$ cat config.mk
export PLATFORM = sky130hd
export DESIGN_NAME = byte_recurrence_checksum
export DESIGN_NICKNAME = d
export VERILOG_FILES = /design/src/hdl/brc_pkg.sv /design/src/hdl/brc_term_unit.sv /design/src/hdl/byte_recurrence_checksum.sv
export SDC_FILE = /design/constraint.sdc
export NUM_CORES = 1
export LEC_CHECK = 0
export BUFFER_PORTS_ARGS = -buffer_cell sky130_fd_sc_hd__buf_4
export CORE_MARGIN = 2
export CORE_UTILIZATION = 30
export CTS_CLUSTER_DIAMETER = 80
export DETAILED_ROUTE_END_ITERATION = 7
export PLACE_DENSITY = 0.43
export SLEW_MARGIN = 20
export SYNTH_ARGS = -nofsm -noshare
export SYNTH_HDL_FRONTEND = slang
export SYNTH_SLANG_ARGS = --single-unit
$ cat constraint.sdc
create_clock -name clk -period 17.09 [get_ports clk]
set_clock_uncertainty 0.15 [all_clocks]
set_input_delay 3.418 -clock clk [delete_from_list [all_inputs] [get_ports clk]]
set_output_delay 3.418 -clock clk [all_outputs]
set_load 0.01 [all_outputs]
$ cat src/hdl/brc_pkg.sv
package brc_pkg;

	// Field widths
	localparam int unsigned ByteW = 8;
	localparam int unsigned TermW = 16;
	localparam int unsigned CoefW = 8;

	// Width of the biased difference before the end-around reduction
	localparam int unsigned WideW = 27;

	// Recurrence constants
	localparam logic [CoefW-1:0] ALPHA_STEP   = 8'd17;
	localparam logic [CoefW-1:0] BETA_STEP    = 8'd31;
	localparam logic [TermW-1:0] FIRST_OFFSET = 16'd7;
	localparam logic [TermW-1:0] TERM_MOD     = 16'hFFFF;
	localparam logic [TermW-1:0] PREV_INIT    = 16'd1;

	// 257 * 65535: lifts any difference to a non-negative value, a multiple of the modulus
	localparam logic [WideW-1:0] MOD_BIAS = 27'd16842495;

	// Operands of one recurrence step
	typedef struct packed {
		logic             first;
		logic [ByteW-1:0] data;
		logic [CoefW-1:0] alpha;
		logic [CoefW-1:0] beta;
		logic [TermW-1:0] cur;
		logic [TermW-1:0] prev;
	} term_in_t;

endpackage

$ cat src/hdl/brc_term_unit.sv
module brc_term_unit (
	input  brc_pkg::term_in_t          op,
	output logic [brc_pkg::TermW-1:0]  next_term
);

	logic [brc_pkg::ByteW:0]         factor;
	logic [24:0]                     up;
	logic [23:0]                     down;
	logic [brc_pkg::WideW-1:0]       diff;
	logic [brc_pkg::WideW-1:0]       biased;
	logic [16:0]                     fold1;
	logic [brc_pkg::TermW-1:0]       fold2;
	logic [brc_pkg::TermW-1:0]       reduced;
	logic [brc_pkg::TermW-1:0]       seed;

	// Form both products
	assign factor = {1'b0, op.data} + {1'b0, op.alpha};
	assign up     = factor * op.cur;
	assign down   = op.beta * op.prev;

	// Take the difference in 27 bits; its sign bit is added in along with the bias
	assign diff   = {2'b00, up} - {3'b000, down};
	assign biased = diff + brc_pkg::MOD_BIAS
		+ {{(brc_pkg::WideW-1){1'b0}}, diff[brc_pkg::WideW-1]};

	// Reduce mod 65535 by end-around folding
	assign fold1   = {6'b0, biased[26:16]} + {1'b0, biased[15:0]};
	assign fold2   = fold1[15:0] + {15'b0, fold1[16]};
	assign reduced = (fold2 == brc_pkg::TERM_MOD) ? '0 : fold2;

	// First byte seeds the term directly
	assign seed = {{(brc_pkg::TermW-brc_pkg::ByteW){1'b0}}, op.data} + brc_pkg::FIRST_OFFSET;

	assign next_term = op.first ? seed : reduced;

endmodule

$ cat src/hdl/byte_recurrence_checksum.sv
// Timing: a byte accepted lands in the input register; its result, when the byte
// is last, moves to the output register as stage 1 advances, which a full output register can stall.
// Throughput: one byte per cycle unless a last byte waits on a full output register, set by the
// single-pass term unit between the input register and the recurrence state.
// Reset (arst_n low, asynchronous): both registers empty, recurrence rearmed
// for the first byte of a new message.
module byte_recurrence_checksum (
	input  logic                       clk,
	input  logic                       arst_n,
	input  logic                       in_valid,
	output logic                       in_ready,
	input  logic [brc_pkg::ByteW-1:0]  data_byte,
	input  logic                       last_byte,
	output logic                       out_valid,
	input  logic                       out_ready,
	output logic [brc_pkg::TermW-1:0]  checksum
);

	logic                       valid_s1;
	logic [brc_pkg::ByteW-1:0]  data_s1;
	logic                       last_s1;
	logic                       adv_s1;

	logic                       first_q;
	logic [brc_pkg::CoefW-1:0]  alpha_q;
	logic [brc_pkg::CoefW-1:0]  beta_q;
	logic [brc_pkg::TermW-1:0]  cur_q;
	logic [brc_pkg::TermW-1:0]  prev_q;

	logic                       out_valid_q;
	logic [brc_pkg::TermW-1:0]  checksum_q;

	brc_pkg::term_in_t          op;
	logic [brc_pkg::TermW-1:0]  next_term;

	// Stage 1 moves on unless its result is blocked by a full output register
	assign adv_s1   = valid_s1 && (!last_s1 || !out_valid_q || out_ready);
	assign in_ready = !valid_s1 || adv_s1;

	// Capture the input transaction
	always_ff @(posedge clk or negedge arst_n) begin
		if (!arst_n) begin
			valid_s1 <= 1'b0;
		end else if (in_ready) begin
			valid_s1 <= in_valid;
		end
	end

	always_ff @(posedge clk) begin
		if (in_ready && in_valid) begin
			data_s1 <= data_byte;
			last_s1 <= last_byte;
		end
	end

	// Gather operands for the term unit
	always_comb begin
		op.first = first_q;
		op.data  = data_s1;
		op.alpha = alpha_q;
		op.beta  = beta_q;
		op.cur   = cur_q;
		op.prev  = prev_q;
	end

	brc_term_unit u_term (
		.op        (op),
		.next_term (next_term)
	);

	// Advance the recurrence; rearm after the last byte
	always_ff @(posedge clk or negedge arst_n) begin
		if (!arst_n) begin
			first_q <= 1'b1;
			alpha_q <= '0;
			beta_q  <= '0;
			cur_q   <= '0;
			prev_q  <= brc_pkg::PREV_INIT;
		end else if (adv_s1) begin
			if (last_s1) begin
				first_q <= 1'b1;
				alpha_q <= '0;
				beta_q  <= '0;
				cur_q   <= '0;
				prev_q  <= brc_pkg::PREV_INIT;
			end else begin
				first_q <= 1'b0;
				alpha_q <= first_q ? brc_pkg::ALPHA_STEP : alpha_q + brc_pkg::ALPHA_STEP;
				beta_q  <= first_q ? brc_pkg::BETA_STEP : beta_q + brc_pkg::BETA_STEP;
				cur_q   <= next_term;
				prev_q  <= first_q ? brc_pkg::PREV_INIT : cur_q;
			end
		end
	end

	// Hold the result until the output transaction completes
	always_ff @(posedge clk or negedge arst_n) begin
		if (!arst_n) begin
			out_valid_q <= 1'b0;
		end else if (adv_s1 && last_s1) begin
			out_valid_q <= 1'b1;
		end else if (out_ready) begin
			out_valid_q <= 1'b0;
		end
	end

	always_ff @(posedge clk) begin
		if (adv_s1 && last_s1) begin
			checksum_q <= next_term;
		end
	end

	assign out_valid = out_valid_q;
	assign checksum  = checksum_q;

	// A finished message always rearms the recurrence
	a_rearm: assert property (@(posedge clk) disable iff (!arst_n)
		(adv_s1 && last_s1) |=> first_q)
		else $error("recurrence not rearmed after last byte");

	// A blocked last byte must stall the input side
	a_stall: assert property (@(posedge clk) disable iff (!arst_n)
		(valid_s1 && last_s1 && out_valid_q && !out_ready) |-> !in_ready)
		else $error("input accepted while result is blocked");

	// The stored term is always fully reduced mid-message
	a_reduced: assert property (@(posedge clk) disable iff (!arst_n)
		!first_q |-> (cur_q != brc_pkg::TERM_MOD))
		else $error("current term not reduced");

	// The second byte of a message uses the first coefficient pair
	a_coef: assert property (@(posedge clk) disable iff (!arst_n)
		(adv_s1 && !last_s1 && first_q) |=>
			(alpha_q == brc_pkg::ALPHA_STEP && beta_q == brc_pkg::BETA_STEP))
		else $error("coefficients not seeded");

endmodule
==> flow_summary.json <==
{
  "status": "finished, final reports clean",
  "crit_start": "data_s1[1]",
  "hpwl_mm": 32.5,
  "period_minus_slack_ps": 15710,
  "hold_viol_final": 0,
  "htree_levels": 3,
  "cp_slowest_cell": "a211oi_4",
  "path_clk_slew_ps": 60,
  "wl_per_cell_um": 18.3,
  "post_cts_buffers": 0,
  "area_growth_pct": 8.14,
  "worstSetupEndpointType": "flip-flop",
  "grt_pass1_vias": 11400,
  "vias_per_cell": 4.80,
  "ys_warn_count": 0,
  "clk-insertion-delay-late_ps": 360,
  "worst_pin_slew_ps": 957,
  "synth_cells": 1590,
  "finalCritPeriodShare_pct": 91.9,
  "die_x_um": 223,
  "port_buffers": 30,
  "drv_cap": 0,
  "final_common_cell": "inv_1",
  "final_antenna_net_count": 0,
  "drc_errors": 0,
  "antenna_found_initial": 0,
  "core_area_um2": 47400,
  "cp.arrival_ps": 15770,
  "rsz0062_at_grt": "false",
  "hp-class": "flip-flop to flip-flop",
  "syn_nets": 1937,
  "rows": 80,
  "track_usage_pct": 17.2,
  "slowest_delay_ps": 620,
  "cts-root-buf": "clkbuf_16",
  "cts_buffers": 9,
  "drv_slew": 0,
  "async_flop_share_pct": 67.1,
  "synth_edf_count": 25,
  "start_kind": "flip-flop",
  "overflow": 0,
  "netlist_area_um2": 14300,
  "final_cell_mix": "311 x inv_1, 227 x fa_1, 182 x nand2_1",
  "path_max_fanout": 16,
  "finalSetupViolCount": 0,
  "cts_hold_buffers": 0,
  "tritoncts": "done",
  "setup_tns_ps": 0,
  "worst-setup-path-type": "flip-flop to flip-flop",
  "min-delay-start": "alpha_q[7]",
  "cts_resized": 0,
  "die_area_um2": 49500,
  "clk_path_buf_depth": 2,
  "nNetsFinal": 1928,
  "required_ps": 17150,
  "drive_above_1_share_pct": 6.31,
  "max_freq_ghz": 0.0637,
  "r2r_cells": 56,
  "grt_pass1_wl_mm": 66.3,
  "wl_mm": 40.3,
  "synth_area_per_cell_um2": 9.01,
  "die_y_um": 223,
  "relSlewSlack_pct": 35.4,
  "grt_max_degree": 52,
  "first_iter_violations": 473,
  "place_congestion": 0.853,
  "synth_flop_cell": "dfrtp_1",
  "vias": 10600,
  "r2r_start": "data_s1[1]",
  "start_util_pct": 30.2,
  "yosysUniqueCellTypes": 84,
  "synth_seq_cells": 76,
  "cts.sinks": 76,
  "hold_depth": 2,
  "ios": 31,
  "firstDrtPassIters": 5,
  "ys_seq_area_share_pct": 14.2
}
## cell families (layout without fill, tap and decap cells)
group	after synthesis	count (layout)	share of synthesized area (%)
AO/OA/AOI/OAI	210	210	11.0
XOR/XNOR	76	76	4.85
adder cells (fa/ha/maj)	334	334	41.1
buffers and inverters	380	376	10.0
flip-flops	76	76	14.2
multiplexers	6	6	0.524
other	0	1	0
AND/OR/NAND/NOR	508	508	18.4
## cells in the mapped netlist, types with 4 or more instances
library cell	instances	area [µm²]
a22o_1	16	140
a211oi_1	8	60.1
a21oi_1	38	190
nor4b_1	5	43.8
edfxtp_1	25	751
dfrtp_1	49	1230
inv_1	311	1170
xor2_1	28	245
and2_1	145	907
xnor2_1	45	394
fa_1	227	4540
o31ai_1	9	67.6
nand3_1	18	90.1
o211a_1	4	40.0
o21bai_1	6	45.0
o31ai_2	10	125
a21o_1	15	113
clkbuf_1	64	240
o21ai_1	6	30.0
nand2_1	182	683
o211ai_1	7	52.6
ha_1	107	1340
nor2b_1	11	68.8
a2111o_1	4	45.0
nand4_1	12	75.1
and3_1	9	56.3
nor3b_1	8	60.1
o21ai_0	33	165
nand2b_1	23	144
a31oi_1	6	37.5
nor3_1	17	85.1
nor2_1	50	188
nor4_1	8	50.1
a32oi_1	5	43.8
## state kept, by name (all words and copies together) (netlist names)
signal / cells
beta_q: 8
out_valid: 1
last_s1: 1
checksum: 16
prev_q: 16
data_s1: 8
cur_q: 16
valid_s1: 1
first_q: 1
alpha_q: 8
## through the flow
step | hold slack, ps | utilization [%] | cells | worst slack (ps) | cell area [µm²]
final | 407 | 32.7 | 2202 | 1380 | 15500
after global routing | 455 | 32.7 | 2201 | 105 | 15500
after CTS | 415 | 32.7 | 2201 | 1320 | 15500
after detailed placement | 405 | 32.1 | 2185 | 1420 | 15200
after global placement | 389 | 32.1 | 2185 | 1830 | 15200
after floorplan | 314 | - | 1590 | 3430 | 14300
## worst paths after layout
check                             endpoint  slack [ps]
worst max-delay path              cur_q[6]        1380
min in group asynchronous        prev_q[1]        2980
worst max register to register    cur_q[6]        1380
worst min register to register  alpha_q[7]         410
worst min-delay path            alpha_q[7]         410
max in group asynchronous       alpha_q[7]       13260
## final cells by class
cell class	count	area [µm²]
antenna	1	2.50
clock buffer	10	239
clock inverter	6	37.5
fill	5077	31900
inverter	312	1170
multi-input combinational	1134	10900
sequential	76	2030
tap	615	769
timing repair buffer	48	360
## layer usage
layer	wire, µm	part of all wire, %	global-route usage, %
met2	19700	49	29.4
met1	19500	48	23.9
met5	0	0	0
met4	432	1.1	2.73
met3	732	1.8	1.72
## critical path: cells and delay by family (launching register included)
kind | cells | cell delay, ps
AO/OA/AOI/OAI | 20 | 4750
XOR/XNOR | 5 | 1020
adder cells (fa/ha/maj) | 12 | 4760
buffers and inverters | 5 | 730
flip-flops | 1 | 430
AND/OR/NAND/NOR | 14 | 3700
Power is not shown: default switching activity piles up to over one toggle a cycle in this logic, so the estimate is an artifact.
